<file path="config.mk">
export PLATFORM = sky130hd
export DESIGN_NAME = autoranging_axis_scaler
export DESIGN_NICKNAME = d
export VERILOG_FILES = /design/src/sv/aas_pkg.sv /design/src/sv/autoranging_axis_scaler.sv
export SDC_FILE = /design/constraint.sdc
export NUM_CORES = 1
export LEC_CHECK = 0
export BUFFER_PORTS_ARGS = -buffer_cell sky130_fd_sc_hd__buf_4
export CAP_MARGIN = 25
export CELL_PAD_IN_SITES_DETAIL_PLACEMENT = 0
export CELL_PAD_IN_SITES_GLOBAL_PLACEMENT = 2
export CORE_MARGIN = 2
export CORE_UTILIZATION = 44
export DETAILED_ROUTE_END_ITERATION = 8
export HOLD_SLACK_MARGIN = 0.06
export PLACE_DENSITY = 0.83
export REMOVE_ABC_BUFFERS = 1
export SYNTH_ARGS = -nofsm -noshare
export SYNTH_HDL_FRONTEND = slang
export SYNTH_SLANG_ARGS = --single-unit
</file>
<file path="constraint.sdc">
create_clock -name clk -period 10.45 [get_ports clk]
set_clock_uncertainty 0.2 [all_clocks]
set_input_delay 0 -clock clk [delete_from_list [all_inputs] [get_ports clk]]
set_output_delay 0 -clock clk [all_outputs]
set_load 0.03 [all_outputs]
</file>
<file path="src/sv/aas_pkg.sv">
// Shared types and constants for the autoranging axis scaler.
`timescale 1ns / 1ps

package aas_pkg;

  localparam int RAW_W    = 16;
  localparam int SMP_W    = 12;
  localparam int POS_W    = 12;
  localparam int CFG_W    = 12;
  localparam int CFG_IX_W = 1;
  localparam int NUM_W    = 2 * SMP_W;   // magnitude of the product
  localparam int DIV_STEPS = NUM_W / 2;  // two quotient bits per cycle
  localparam int CNT_W    = $clog2(DIV_STEPS);

  typedef logic [RAW_W-1:0]           raw_t;
  typedef logic [SMP_W-1:0]           sample_t;
  typedef logic signed [POS_W-1:0]    pos_t;
  typedef logic [CFG_W-1:0]           cfg_data_t;
  typedef logic [CFG_IX_W-1:0]        cfg_index_t;

  localparam cfg_index_t REG_OUT_LOW  = 1'd0;
  localparam cfg_index_t REG_OUT_HIGH = 1'd1;

  localparam sample_t   RESET_MAX      = 12'd1600;
  localparam sample_t   RESET_MIN      = 12'd10;
  localparam cfg_data_t RESET_OUT_LOW  = 12'hE0C;  // -500
  localparam cfg_data_t RESET_OUT_HIGH = 12'h1F4;  //  500

  // byte swap, then drop the low nibble
  function automatic sample_t extract_sample(input raw_t raw);
    logic [RAW_W-1:0] swapped;
    swapped = {raw[7:0], raw[15:8]};
    return swapped[RAW_W-1:RAW_W-SMP_W];
  endfunction

endpackage

</file>
<file path="src/sv/autoranging_axis_scaler.sv">
// Autoranging axis scaler: bound tracking, multiply and radix-4 divide sequencer.
//
//  channel | signals                                   | dir
//  --------+-------------------------------------------+-----
//  in      | in_valid, in_ready, axis, raw_word        | in
//  out     | out_valid, out_ready, position, sample    | out
//  cfg     | cfg_valid, cfg_ready, cfg_index, cfg_data | in
//
// Each word is accepted in idle and then passes through the bound update,
// the multiply, the shared divider (two quotient bits per cycle over a 24-bit
// magnitude) and the finish state before the sequencer returns to idle.
// in_ready is high only while the sequencer is idle. Reset restores the
// per-axis bounds and the output range. A result waiting in the output
// register holds the finish state until it is taken; cfg_ready is always
// high.
`timescale 1ns / 1ps

module autoranging_axis_scaler (
  input  logic                clk,
  input  logic                rst,
  input  logic                in_valid,
  output logic                in_ready,
  input  logic                axis,
  input  aas_pkg::raw_t       raw_word,
  output logic                out_valid,
  input  logic                out_ready,
  output aas_pkg::pos_t       position,
  output aas_pkg::sample_t    sample,
  input  logic                cfg_valid,
  output logic                cfg_ready,
  input  aas_pkg::cfg_index_t cfg_index,
  input  aas_pkg::cfg_data_t  cfg_data
);
  import aas_pkg::*;

  localparam logic [2:0] S_IDLE  = 3'd0;
  localparam logic [2:0] S_BOUND = 3'd1;
  localparam logic [2:0] S_MUL   = 3'd2;
  localparam logic [2:0] S_DIV   = 3'd3;
  localparam logic [2:0] S_FIN   = 3'd4;

  localparam logic [CNT_W-1:0] LAST_STEP = CNT_W'(DIV_STEPS - 1);

  logic [2:0]       state;
  logic [CNT_W-1:0] cnt;

  cfg_data_t out_low, out_high;
  sample_t   axis_max [2];
  sample_t   axis_min [2];

  logic      ax;
  sample_t   smp;
  sample_t   span;
  sample_t   diff;
  sample_t   rng_mag;
  logic      rng_neg;
  logic [NUM_W-1:0] quo;
  sample_t   rem;

  // bound update
  sample_t cur_max, cur_min, max_next, min_next;
  logic signed [CFG_W:0] rng;
  logic signed [CFG_W:0] rng_abs;

  always_comb begin
    cur_max  = axis_max[ax];
    cur_min  = axis_min[ax];
    max_next = cur_max;
    min_next = cur_min;
    if (smp > cur_max) begin
      max_next = smp;
    end else if (smp < cur_min) begin
      min_next = smp;
    end
    rng     = $signed({out_high[CFG_W-1], out_high}) - $signed({out_low[CFG_W-1], out_low});
    rng_abs = rng[CFG_W] ? -rng : rng;
  end

  // two restoring divide steps per cycle
  logic [SMP_W:0] r1, r2;
  sample_t        rem1, rem_next;
  logic           qb1, qb2;

  always_comb begin
    r1   = {rem, quo[NUM_W-1]};
    qb1  = (r1 >= {1'b0, span});
    rem1 = qb1 ? SMP_W'(r1 - {1'b0, span}) : r1[SMP_W-1:0];
    r2   = {rem1, quo[NUM_W-2]};
    qb2  = (r2 >= {1'b0, span});
    rem_next = qb2 ? SMP_W'(r2 - {1'b0, span}) : r2[SMP_W-1:0];
  end

  // sign, offset, Y negation and clamp
  logic signed [NUM_W:0]   q_s;
  logic signed [NUM_W+1:0] pos_sum;
  logic signed [NUM_W+2:0] pos_fin;
  pos_t                    pos_sat;

  always_comb begin
    if (span == '0) begin
      q_s = '0;
    end else if (rng_neg) begin
      q_s = -$signed({1'b0, quo});
    end else begin
      q_s = $signed({1'b0, quo});
    end
    pos_sum = (NUM_W+2)'(q_s) + (NUM_W+2)'($signed(out_low));
    pos_fin = ax ? -(NUM_W+3)'(pos_sum) : (NUM_W+3)'(pos_sum);
    if (pos_fin > (NUM_W+3)'(2047)) begin
      pos_sat = 12'sh7FF;
    end else if (pos_fin < -(NUM_W+3)'(2048)) begin
      pos_sat = 12'sh800;
    end else begin
      pos_sat = pos_fin[POS_W-1:0];
    end
  end

  logic out_load;
  assign out_load  = (state == S_FIN) && (!out_valid || out_ready);
  assign in_ready  = (state == S_IDLE);
  assign cfg_ready = 1'b1;

  always_ff @(posedge clk) begin
    if (rst) begin
      state       <= S_IDLE;
      cnt         <= '0;
      out_valid   <= 1'b0;
      out_low     <= RESET_OUT_LOW;
      out_high    <= RESET_OUT_HIGH;
      axis_max[0] <= RESET_MAX;
      axis_max[1] <= RESET_MAX;
      axis_min[0] <= RESET_MIN;
      axis_min[1] <= RESET_MIN;
    end else begin
      if (cfg_valid && cfg_ready) begin
        unique case (cfg_index)
          REG_OUT_LOW:  out_low  <= cfg_data;
          REG_OUT_HIGH: out_high <= cfg_data;
          default: ;
        endcase
      end

      if (out_load) begin
        out_valid <= 1'b1;
      end else if (out_ready) begin
        out_valid <= 1'b0;
      end

      unique case (state)
        S_IDLE: begin
          if (in_valid) begin
            state <= S_BOUND;
          end
        end
        S_BOUND: begin
          axis_max[ax] <= max_next;
          axis_min[ax] <= min_next;
          state        <= S_MUL;
        end
        S_MUL: begin
          cnt   <= '0;
          state <= S_DIV;
        end
        S_DIV: begin
          cnt <= cnt + 1'b1;
          if (cnt == LAST_STEP) begin
            state <= S_FIN;
          end
        end
        S_FIN: begin
          if (out_load) begin
            state <= S_IDLE;
          end
        end
        default: state <= S_IDLE;
      endcase
    end
  end

  // datapath, no reset
  always_ff @(posedge clk) begin
    unique case (state)
      S_IDLE: begin
        ax  <= axis;
        smp <= extract_sample(raw_word);
      end
      S_BOUND: begin
        span    <= max_next - min_next;
        diff    <= smp - min_next;
        rng_neg <= rng[CFG_W];
        rng_mag <= rng_abs[SMP_W-1:0];
      end
      S_MUL: begin
        quo <= diff * rng_mag;
        rem <= '0;
      end
      S_DIV: begin
        rem <= rem_next;
        quo <= {quo[NUM_W-3:0], qb1, qb2};
      end
      S_FIN: begin
        if (out_load) begin
          position <= pos_sat;
          sample   <= smp;
        end
      end
      default: ;
    endcase
  end

  // bounds never move inside their reset values
  assert property (@(posedge clk) disable iff (rst)
    axis_max[0] >= RESET_MAX && axis_max[1] >= RESET_MAX &&
    axis_min[0] <= RESET_MIN && axis_min[1] <= RESET_MIN)
    else $error("axis bounds crossed reset values");

  // partial remainder stays below the divisor
  assert property (@(posedge clk) disable iff (rst)
    state == S_DIV |-> rem < span)
    else $error("divider remainder out of range");

  // a word only enters when idle, and blocks the next one
  assert property (@(posedge clk) disable iff (rst)
    in_valid && in_ready |=> state == S_BOUND && !in_ready)
    else $error("input taken outside idle");

  // a new result only comes from the finish state
  assert property (@(posedge clk) disable iff (rst)
    $rose(out_valid) |-> $past(state) == S_FIN)
    else $error("result raised outside finish");

endmodule

</file>
### Word-level counts from Yosys, hierarchy flattened

Memories as Yosys holds them, arrays and structs flattened. A register that Yosys moved wholly into a read port is not among the register bits.
Cells that the tools add are included.

* register bits after elaboration: 142
* latch bits: 0
* memories: 2
* bits of input ports: 35
* logic and storage cells: 88
* bits in read-only memories: 0
* output and inout bits: 27
* memory bits (writable): 48

Memory list
* axis_max: depth 2, bits a word 12, rd ports 1, clocked after memory_dff 1, wr ports 2, line autoranging_axis_scaler.sv:48 `sample_t axis_max [2];`
* axis_min: depth 2, bits a word 12, rd ports 1, clocked after memory_dff 1, wr ports 2, line autoranging_axis_scaler.sv:49 `sample_t axis_min [2];`

* bitwise gates (word level): 1
* shift-type cells: 0
* muxes and demuxes: 32
* divide/modulo/power cells: 0
* eq/ne operators: 8
* add/sub/neg operators: 10
* magnitude comparators: 6
* reductions and logical operators: 13
* multiply operators: 1

Operators with widths (number)
* 12-bit two-way mux: 9
* 25-bit two-way mux: 2
* 24-bit case mux with 2 select lines: 1
* 12-bit subtractor: 4
* 27-bit by 12-bit greater-than comparator with 1-bit output, second input constant: 1
* 27-bit by 12-bit < comparator with 1-bit output, second input constant: 1
* 27-bit two-way mux: 1
* 26-bit negator with 27-bit output: 1
* 25-bit by 12-bit adder with 26-bit output: 1
* 13-bit by 12-bit greater-or-equal comparator with 1-bit output: 2
* 24-bit negator with 25-bit output: 1
* 12-bit by 12-bit multiplier with 24-bit output: 1
* 12-bit case mux with 2 select lines: 1
* 12-bit OR reduction: 2
* 3-bit case mux with 5 select lines: 1
* 1-bit two-way mux: 13
* 12-bit by 12-bit subtractor with 13-bit output: 1
* 12-bit greater-than comparator: 1
* 12-bit logical NOT: 1
* 12-bit < comparator: 1
* 12-bit negator: 1
* 3-bit two-way mux: 3
* 4-bit case mux with 2 select lines: 1
* 3-bit by 2-bit == test with 1-bit output, second input constant: 2
* 13 further kinds: 18

### Logic depth before layout (Yosys ltp)

Gate-level depths: netlist (run 1).

* word-level depth: 8
* depth in mapped cells: 29
* gate-level depth less buffers: 27

### Worst setup path before layout (run 1)

Ideal clock, no wire load.

* path type: register to register
* start point: register with a tool-made name
* end point: register span[11] (data pin)
* arrival: 6166 ps
* cell stages (with the launch flop): 27
* path slack: 3820 ps
* required time: 9986 ps
* setup time: 264 ps
* period minus slack after synthesis: 6630 ps
* path buffers: 3
* cell sequence: dfxtp_1 -> buf_2 -> buf_1 -> mux2i_1 -> ha_1 -> a21o_1 -> a21o_1 -> a21oi_1 -> nor2_1 -> a2111oi_0 -> nor2_1 -> a2111oi_0 -> buf_2 -> mux2_2 -> ha_1 -> nor2b_1 -> o21ai_0 -> a21boi_0 -> o21ai_0 -> a21boi_0 -> o21ai_0 -> nand2b_1 -> a21o_1 -> a21oi_1 -> o21ai_0 -> xor2_1 -> xnor2_1

RTL lines
* to (signal assigned): line autoranging_axis_scaler.sv:188 `span <= max_next - min_next;`
* to (decl): line autoranging_axis_scaler.sv:53 `sample_t span;`

### Final worst setup path (run 1)

* start point: register span[1]
* end point: register quo[0] (data pin)

* cells in the longest elaborated chain, start to end: 4
* elaborated cells on any way between the ends: 5
* classes of those cells: 1 x add/sub; 2 x order compare; 2 x mux

RTL lines
* 12-bit subtractor or 13-bit by 12-bit greater-or-equal comparator with 1-bit output (tied branches): line autoranging_axis_scaler.sv:87, autoranging_axis_scaler.sv:86
* 12-bit two-way mux: line autoranging_axis_scaler.sv:87 `rem1 = qb1 ? SMP_W'(r1 - {1'b0, span}) : r1[SMP_W-1:0];`
* 13-bit by 12-bit greater-or-equal comparator with 1-bit output (*): line autoranging_axis_scaler.sv:89 `qb2 = (r2 >= {1'b0, span});`
* 24-bit case mux with 2 select lines (*): line autoranging_axis_scaler.sv:182 `unique case (state)`
* to (signal assigned): line autoranging_axis_scaler.sv:194 `quo <= diff * rng_mag;`
* to (signal assigned): line autoranging_axis_scaler.sv:199 `quo <= {quo[NUM_W-3:0], qb1, qb2};`
* to (decl): line autoranging_axis_scaler.sv:57 `logic [NUM_W-1:0] quo;`

Every way passes the cells marked *; elsewhere a longest branch is shown, timed or not.
A chain may end at the register's enable or synchronous reset.

==> results of run 1 <==
==> cell usage after synthesis (17+ instances only) <==
master / n
nor3_1: 36
o21a_1: 20
inv_1: 232
a21oi_1: 92
xnor2_1: 67
nor2_1: 153
xor2_1: 47
nand2_1: 250
nand3_1: 34
mux2_2: 22
a21o_1: 23
ha_1: 172
clkbuf_1: 61
o21ai_0: 88
mux2i_1: 49
dfxtp_1: 33
nand2b_1: 17
and2_1: 56
edfxtp_1: 158
o31ai_1: 20
fa_1: 106
==> final cells by class <==
cell class              count  share of cell area
well taps                 539             0.03262
repair buffers            134             0.05604
clock inverters            15            0.006778
clock buffers              17             0.02058
inverters                 232             0.04212
flip-flops and latches    191              0.2615
multi-input cells        1535              0.5804
==> critical path, stage by stage, from the launching register on <==
cell and delay [ps]:
edfxtp_1 420, inv_1 120, ha_1 320, nor2b_1 130
o21ai_0 100, a21boi_0 270, o21ai_0 140, a21boi_0 260
o21a_1 190, o21ai_0 110, a21oi_1 290, o21a_1 350
mux2i_1 140, nor2_1 210, inv_1 70, ha_1 290
nor2b_1 130, o21ai_0 300, a21boi_0 190, o21ai_0 300
a21oi_1 120, o21ai_0 270, a21oi_1 130, o21ai_0 260
a21o_1 210, a21boi_0 180, nor2_2 810, o21ai_0 160
==> worst paths after layout <==
| check | from | to | slack, ps | cells after the start |
|---|---|---|---|---|
| worst max-delay path | span[1] | quo[0] | 3450 | 27 |
| worst min-delay path | axis | flip-flop | 90 | 4 |
| worst max register to register | span[1] | quo[0] | 3450 | 27 |
| worst min register to register | out_high[0] | out_high[0] | 260 | 2 |
==> metal layers <==
layer,global-route usage,vias to the layer above
met5,0,-
met4,0.07312,0
met3,0.03232,58
met2,0.3972,270
met1,0.2867,7114
li1,-,7205
==> registers in the layout, summed over array words and instances (netlist names), 3 cells and up, named ones only <==
name      count
smp          12
out_high     12
state         3
axis_min     24
out_low      12
cnt           4
axis_max     24
position     12
span         12
rem          12
quo          24
rng_mag      12
diff         12
sample       12
==> power groups by stage <==
stage,combinational [mW],sequential (mW),clock [mW]
after CTS,5.05,1.27,0.660
after detailed placement,4.98,1.28,0
final,4.98,1.27,0.647
after global routing,5.72,1.28,0.691
after global placement,4.95,1.28,0
after floorplan,3.94,1.21,0
==> per-stage QoR <==
step / total power [mW] / hold WS, ps / util
floorplan: 5.152 / -130.9 / -
global placement: 6.231 / -21.67 / 0.4659
detailed placement: 6.262 / -20.53 / 0.4659
CTS: 6.979 / 70.12 / 0.4940
global route: 7.699 / 104.9 / 0.4940
finish: 6.895 / 92.69 / 0.4940
==> layout by cell type, fill, tap and decap left out, types with 13 or more instances in the layout <==
cell / n
nand3b_1: 16
dfxtp_1: 33
and2_1: 56
a211oi_1: 14
a21o_1: 23
nor2_1: 150
nand2b_1: 17
nor2b_1: 13
buf_4: 73
fa_1: 106
nand3_1: 34
a21oi_1: 92
o21a_1: 20
or3_1: 16
edfxtp_1: 158
nand2_1: 250
mux2i_1: 49
clkbuf_16: 17
and3_1: 16
inv_1: 231
nor3_1: 34
a21boi_0: 13
ha_1: 172
xor2_1: 47
o31ai_1: 20
o21ai_0: 88
a31oi_1: 13
xnor2_1: 67
mux2_2: 22
dlygate4sd3_1: 61
==> cells by family (layout without fill, tap and decap cells) <==
group | after synthesis | count (layout)
compound gates | 397 | 397
xor+xnor | 116 | 116
fa+ha+maj | 278 | 278
buf+inv | 315 | 398
flops | 191 | 191
mux | 71 | 71
other cells | 1 | 1
simple gates | 672 | 672
==> repair_timing <==
item                                   CTS  global route
resized for setup                        0             0
hold buffers                            61             0
endpoints found under the hold margin   46             0
==> reports/metrics.cfg, run 1 <==
[run_status]
outcome=complete, no violations

[cts]
cts_buffers=17
insertion_delay_ps=470
cts_root_buf=clkbuf_16
cts_htree_levels=4
cts_num_sinks=191
cts_tree=yes
post_cts_buffers=0
path_clk_slew_ps=80
clockBufferDepth=2

[power_and_ir_drop]
p_int_mw=3.570
vdd_drop_max_mv=0.3679
combPwrFrac=0.722
p_seq_frac=0.184
p_leak_nw=8.882
p_sw_mw=3.326
pwr_density_cell_nw_per_um2=333.5
clkPwrFrac=0.094
netSwitchingFraction=0.4823

[drt]
wl_per_cell_um=18.05
wl_met2_mm=24.16
wl_met3_mm=1.581
first_pass_iters=5
routed.top_layer=met4
num_vias=14650
detail-route-antenna-nets=0
drc=0
viasPerCell=5.500
wirelength_mm=48.06
met1_length_mm=21.15
drtIter0Drc=881

[critical_path]
cp.required_ps=10420
end_kind=flip-flop
crit_type=flip-flop to flip-flop
arrival_ps=6970
path_max_fanout=11
cp-start-kind=flip-flop

[yosys]
seq_area_frac_synth=0.2903
synthArstFlopShare=0
synth_area_per_cell_um2=9.122
synth-compound-area-share=0.1451
synthMuxAreaShare=0.03965
ys_types=94
synth-edff-count=158
synth_cells=2041
synth_adder_area_share=0.2296
syn_area_um2=18620
synth_top_family_by_area=adder cells
yosysWarnings=0
synth-simple-area-share=0.1733
yosys-top-cells-area=edfxtp_1 25%, ha_1 12%, fa_1 11%
netlist.top_cell.by_area=edfxtp_1
yosys_register_bits=191
synth_xor_xnor_area_share=0.05538
yosysTopAreaCellShare=0.2548
synth_flop_cell=edfxtp_1

[placement]
routabilityCongestion=0.8409
dp_hpwl_mm=37.00
portBuffers=56
dpl_worst_slack_ps=3563
dpl_cell_area_um2=19500
dp.cells=2570

[floorplan]
die_w_um=209.7
die-area_um2=43970
coreArea_um2=41850
start_util=0.4448
ios=62
die_h_um=209.7
row_count=75

[timing]
max_freq_mhz=142.9
tns_ps=0
setup_violations=0
finalCritPeriodShare=0.6695
maxSlewViolCount=0
max_slew_margin=0.3311
period_needed_ps=6997
setup_slack_ps=3453
hold_viol=0
rsz0062_at_grt=no
worst_pin_slew_ps=1002

[finish]
multi_input_area_um2=12000
final_net_count=2424
insertedDiodeCount=0
seq_area_um2=5405
fin_cells=2663
syn2layout_area_growth_pct=11.04
drive_gt1_frac=0.08757
nFillCells=4018
design_area_um2=20670

[hold_path]
hp-class=primary input to flip-flop

[global_route]
grt_max_degree=41
grt_pass1_vias=14710
track_usage=0.2261
grt-ovfl-total=0
grt_pass1_wl_mm=77.59
antenna_found_initial=0

[flow_run]
maxCapViolations=0

Note: power is estimated with default switching activity, not from simulation.
==> run 2, diff against run 1 <==
- ABC_AREA: not set -> 1
- CORE_UTILIZATION: 44 -> 35
- PLACE_DENSITY: 0.83 -> 0.75
- clock period: 10.45 -> 6.43 ns (I/O delays scaled with it)
==> run 2 against run 1 <==
Synthesized cell count grew 19%. Register-to-register slack lost 2700 ps. Maximum frequency rose by 23%. Utilization shrank 9.1 points. Via count is 8.8% higher. Critical endpoint is now quo[21].
==> reports/metrics.cfg, run 2 <==
[run_status]
outcome=complete, no violations

[finish]
syn2layout_area_growth_pct=13.49
final_cell_mix=608 x nand2_1, 398 x inv_1, 195 x nor2_1
reg_top3=axis_max: 24 flops, axis_min: 24 flops, quo: 24 flops
drive_gt1_frac=0.07538  ; -0.01219
final_net_count=2847  ; +17%
layout_commonest_cell=nand2_1
insertedDiodeCount=0  ; unchanged

[yosys]
synth_adder_area_share=0.2287  ; -0.0008914
synthMuxAreaShare=0.01232  ; -0.02733
netlist.top_cell.by_area=edfxtp_1
yosysTopAreaCellShare=0.2538  ; -0.0009895
synthTopCellsByCount=609 x nand2_1, 398 x inv_1, 197 x nor2_1
yosys_register_bits=191  ; unchanged
synth-simple-area-share=0.2391  ; +0.06580
synth-edff-count=158  ; unchanged
synthArstFlopShare=0  ; unchanged
synth_top_family_by_area=simple AND/OR/NAND/NOR gates
synth_flop_cell=edfxtp_1
seq_area_frac_synth=0.2892  ; -0.001127
synth_area_per_cell_um2=7.688  ; -16%
synth-compound-area-share=0.09519  ; -0.04990
ys_types=50  ; -47%
synth_most_common_cell=nand2_1
syn_area_um2=18690  ; +0.39%
yosys-top-cells-area=edfxtp_1 25%, nand2_1 12%, ha_1 12%
synth_cells=2431  ; +19%
synth_xor_xnor_area_share=0.03889  ; -0.01648
yosysWarnings=0  ; unchanged

[floorplan]
row_count=84  ; +12%
die-area_um2=55270  ; +26%
die_w_um=235.1  ; +12%
ios=62  ; unchanged
die_h_um=235.1  ; +12%
coreArea_um2=52660  ; +26%
start_util=0.3550  ; -0.08989

[placement]
dp_hpwl_mm=41.59  ; +12%
routabilityCongestion=0.8371  ; -0.45%
portBuffers=56  ; unchanged

[drt]
num_vias=15930  ; +8.8%
drc=0  ; unchanged
wl_per_cell_um=16.22  ; -10%
detail-route-antenna-nets=0  ; unchanged
wirelength_mm=52.47  ; +9.2%
viasPerCell=4.924  ; -10%
drtIter0Drc=1196  ; +36%
first_pass_iters=5  ; unchanged

[timing]
hold_viol=0  ; unchanged
maxSlewViolCount=0  ; unchanged
tns_ps=0  ; unchanged
setup_violations=0  ; unchanged
period_needed_ps=5684  ; -1312 ps
worst_pin_slew_ps=984.2  ; -17.96 ps
rsz0062_at_grt=no
finalCritPeriodShare=0.8840  ; +0.2145
max_freq_mhz=175.9  ; +23%
max_slew_margin=0.3431  ; +0.01197

[critical_path]
cpMostUsedCell=fa_1
cp_slowest_cell=edfxtp_1
r2r_start=rng_mag[11]
end_kind=flip-flop
path_cells=nand2_1 > fa_1 > inv_1 > fa_1 > fa_1 > inv_1 > fa_1 > inv_1 > fa_1 > ha_1 > nand2_1 > nor2_1 > nand2_1 > nand2_1 > a21oi_1 > o21ai_0 > xor2_1 > o21ai_0
cp.required_ps=6450  ; -3970 ps
arrival_ps=5700  ; -1270 ps
max_stage_delay_ps=710  ; -100 ps
crit_type=flip-flop to flip-flop
cp_top_family=adder cells
cp-start-kind=flip-flop
crit_buf_inv=3  ; +1
startpoint=rng_mag[11]
path_max_fanout=12  ; +1

[global_route]
grt_pass1_wl_mm=85.35  ; +10%
grt_pass1_vias=15680  ; +6.6%
antenna_found_initial=0  ; unchanged
grt_max_degree=39  ; -4.9%
track_usage=0.1951  ; -0.03095
grt-ovfl-total=0  ; unchanged

[cts]
post_cts_buffers=0  ; unchanged
clockBufferDepth=2  ; unchanged
path_clk_slew_ps=80  ; about the same
cts_htree_levels=4  ; unchanged
cts_buffers=17  ; unchanged
cts_tree=yes
cts_num_sinks=191  ; unchanged
insertion_delay_ps=490  ; +20 ps
cts_root_buf=clkbuf_16

[flow_run]
maxCapViolations=0  ; unchanged

[hold_path]
hold_start=cfg_data[10]
hp-class=primary input to flip-flop

## run 2: worst register-to-register path, cell delays in order, from the launching register on
cell and delay [ps]:
edfxtp_1 710, nand2_1 180, fa_1 560, inv_1 60
fa_1 500, fa_1 560, inv_1 60, fa_1 540
inv_1 70, fa_1 460, ha_1 380, nand2_1 150
nor2_1 210, nand2_1 80, nand2_1 130, a21oi_1 100
o21ai_0 220, xor2_1 170, o21ai_0 80
## run 2: layer usage
metal / part of all wire / vias up / GRT usage
met4: 0.012 / 0 / 0.04066
met1: 0.53 / 7589 / 0.2969
met2: 0.42 / 285 / 0.2923
met5: 0 / - / 0
li1: - / 8027 / -
met3: 0.037 / 28 / 0.02690
## run 2: cell families after synthesis
family | Yosys count
compound gates | 331
xor+xnor | 83
fa+ha+maj | 278
buf+inv | 475
flops | 191
mux | 23
other cells | 1
simple gates | 1049
## run 2: stage by stage
stage / area (µm²) / util / hold WS [ps] / cells / setup WS (ps)
2_1_floorplan: 18440 / - / -130.9 / 2370 / 19.46
3_3_place_gp: 19950 / 0.3789 / -21.89 / 3138 / 773.6
3_5_place_dp: 19950 / 0.3789 / -20.54 / 3138 / 702.8
4_1_cts: 21210 / 0.4028 / 66.39 / 3235 / 681.8
5_1_grt: 21210 / 0.4028 / 107.3 / 3235 / 91.72
6_report: 21210 / 0.4028 / 104.6 / 3235 / 745.8
## run 2: final timing paths
| kind | endpoint | slack, ps | cells past startpoint |
|---|---|---|---|
| worst max-delay path | quo[21] | 750 | 18 |
| worst min-delay path | out_low[10] | 100 | 4 |
| worst max register to register | quo[21] | 750 | 18 |
| worst min register to register | out_high[0] | 260 | 2 |
## run 2: layout make-up
| type | count | area (µm²) |
|---|---|---|
| fill | 5442 | 31440 |
| clock inverter | 14 | 180.2 |
| inverter | 414 | 1554 |
| tap | 688 | 860.8 |
| timing repair buffer | 145 | 1264 |
| clock buffer | 18 | 429.2 |
| multi-input combinational | 1765 | 11520 |
| sequential | 191 | 5405 |
## run 2: repair_timing
| item | 4_1_cts | 5_1_grt |
|---|---|---|
| setup endpoints to repair | 0 | 11 |
| hold buffers | 65 | 0 |
| endpoints found under the hold margin | 72 | 0 |
| gates resized for setup | 0 | 2 |
Power of run 2 is not shown: default switching activity piles up to over one toggle a cycle in this logic, so the estimate is an artifact.
==> run 3, diff against run 2 <==
- CTS_BUF_LIST: not set -> sky130_fd_sc_hd__clkbuf_2 sky130_fd_sc_hd__clkbuf_4 sky130_fd_sc_hd__clkbuf_8
==> run 3 against run 2 <==
Utilization is 0.24 points lower. Critical path depth stayed put. Register-to-register slack worse by 20 ps. Clock-buffer cell count stayed put. Via count hardly changed. Global-route usage hardly changed. Maximum frequency is 0.32% lower. Final cell count is 0.19% higher. Critical endpoint unchanged.
==> reports/metrics.cfg, run 3 (same netlist as run 2, synthesis figures left out) <==
[run_status]
outcome=complete, no violations

[finish]
final_net_count=2853  ; +0.21%
final_cell_mix=608 x nand2_1, 398 x inv_1, 195 x nor2_1
drive_gt1_frac=0.07560  ; +0.0002145
syn2layout_area_growth_pct=12.81
seq_area_um2=5405  ; unchanged
nFillCells=5456  ; +0.26%
insertedDiodeCount=0  ; unchanged
multi_input_area_um2=11520  ; unchanged
fin_util=0.4004  ; -0.002424
reg_top3=axis_max: 24 flops, axis_min: 24 flops, quo: 24 flops
layout_commonest_cell=nand2_1

[global_route]
antenna_found_initial=0  ; unchanged
track_usage=0.1955  ; +0.0003284
grt_pass1_vias=15730  ; +0.32%
grt_max_degree=39  ; unchanged
grt-ovfl-total=0  ; unchanged
grt_pass1_wl_mm=85.50  ; +0.18%

[critical_path]
path_max_fanout=12  ; unchanged
cp-start-kind=flip-flop
crit_type=flip-flop to flip-flop
cp.required_ps=6530  ; +80 ps
end_kind=flip-flop
arrival_ps=5800  ; +100 ps

[drt]
num_vias=15930  ; -0.0063%
drtIter0Drc=1206  ; +0.84%
wl_per_cell_um=16.19  ; -0.16%
first_pass_iters=7  ; +2
detail-route-antenna-nets=0  ; unchanged
viasPerCell=4.915  ; -0.19%
wirelength_mm=52.48  ; about the same
drc=0  ; unchanged

[timing]
finalCritPeriodShare=0.8868  ; +0.002814
maxSlewViolCount=0  ; unchanged
max_freq_mhz=175.4  ; -0.32%
rsz0062_at_grt=no
worst_pin_slew_ps=992.8  ; +8.566 ps
max_slew_margin=0.3374  ; -0.005717
hold_viol=0  ; unchanged
setup_violations=0  ; unchanged
period_needed_ps=5702  ; +18.10 ps
tns_ps=0  ; unchanged

[cts]
insertion_delay_ps=570  ; +80 ps
cts_root_buf=clkbuf_8
cts_num_sinks=191  ; unchanged
cts_htree_levels=4  ; unchanged
cts_buffers=17  ; unchanged
clockBufferDepth=2  ; unchanged
cts_tree=yes
path_clk_slew_ps=120  ; +40 ps

[flow_run]
maxCapViolations=0  ; unchanged

[placement]
routabilityCongestion=0.8371  ; unchanged
dp_hpwl_mm=41.59  ; unchanged
portBuffers=56  ; unchanged

[floorplan]
die-area_um2=55270  ; unchanged
start_util=0.3550  ; unchanged
coreArea_um2=52660  ; unchanged
die_w_um=235.1  ; unchanged
die_h_um=235.1  ; unchanged
ios=62  ; unchanged
row_count=84  ; unchanged

[hold_path]
hp-class=primary input to flip-flop

[run 3: cell type report]
type                    instances  area share
multi-input cells            1765      0.5463
flip-flops and latches        191      0.2564
inverters                     414     0.07370
repair buffers                151     0.06279
well taps                     688     0.04083
clock buffers                  18     0.01145
clock inverters                14    0.008545
[run 3: per-layer routing]
metal  GRT usage  share of wire  vias to the layer above
met5           0              0                        -
met4     0.04354          0.013                        0
met3     0.02749          0.036                       26
met2      0.2932           0.42                      251
met1      0.2956           0.53                     7610
li1            -              -                     8041
[run 3: worst paths after layout]
path                            cells after the start     endpoint  slack, ps         from
worst max register to register                     18      quo[21]        730      diff[5]
worst min-delay path                                5    out_valid        120    out_ready
worst max-delay path                               18      quo[21]        730      diff[5]
worst min register to register                      2  out_high[0]        270  out_high[0]
[run 3: critical path, cell delays in order (launching register included)]
cell      delay, ps
edfxtp_1        700
nand2_1         150
fa_1            560
inv_1            50
fa_1            500
inv_1            50
fa_1            480
inv_1            60
fa_1            520
fa_1            490
ha_1            370
nand2_1          90
o21ai_0         380
nand2_1         100
nand2_1         130
a21oi_1         100
o21ai_0         220
xor2_1          170
o21ai_0          80
[run 3: repair_timing]
action	in CTS	in global routing
hold buffers	71	0
buffers inserted	0	0
endpoints found under the setup margin	0	11
endpoints found under the hold margin	80	0
resized for setup	0	2
[run 3: per-stage QoR]
stage	instance area, µm²	hold slack (ps)	std cells	setup slack [ps]
final	21080	118.0	3241	727.7
after global routing	21080	134.6	3241	96.15
after CTS	21080	67.23	3241	685.6
after detailed placement	19950	-20.54	3138	702.8
after global placement	19950	-21.89	3138	773.6
after floorplan	18440	-130.9	2370	19.46
Power of run 3 is left out for the same reason.
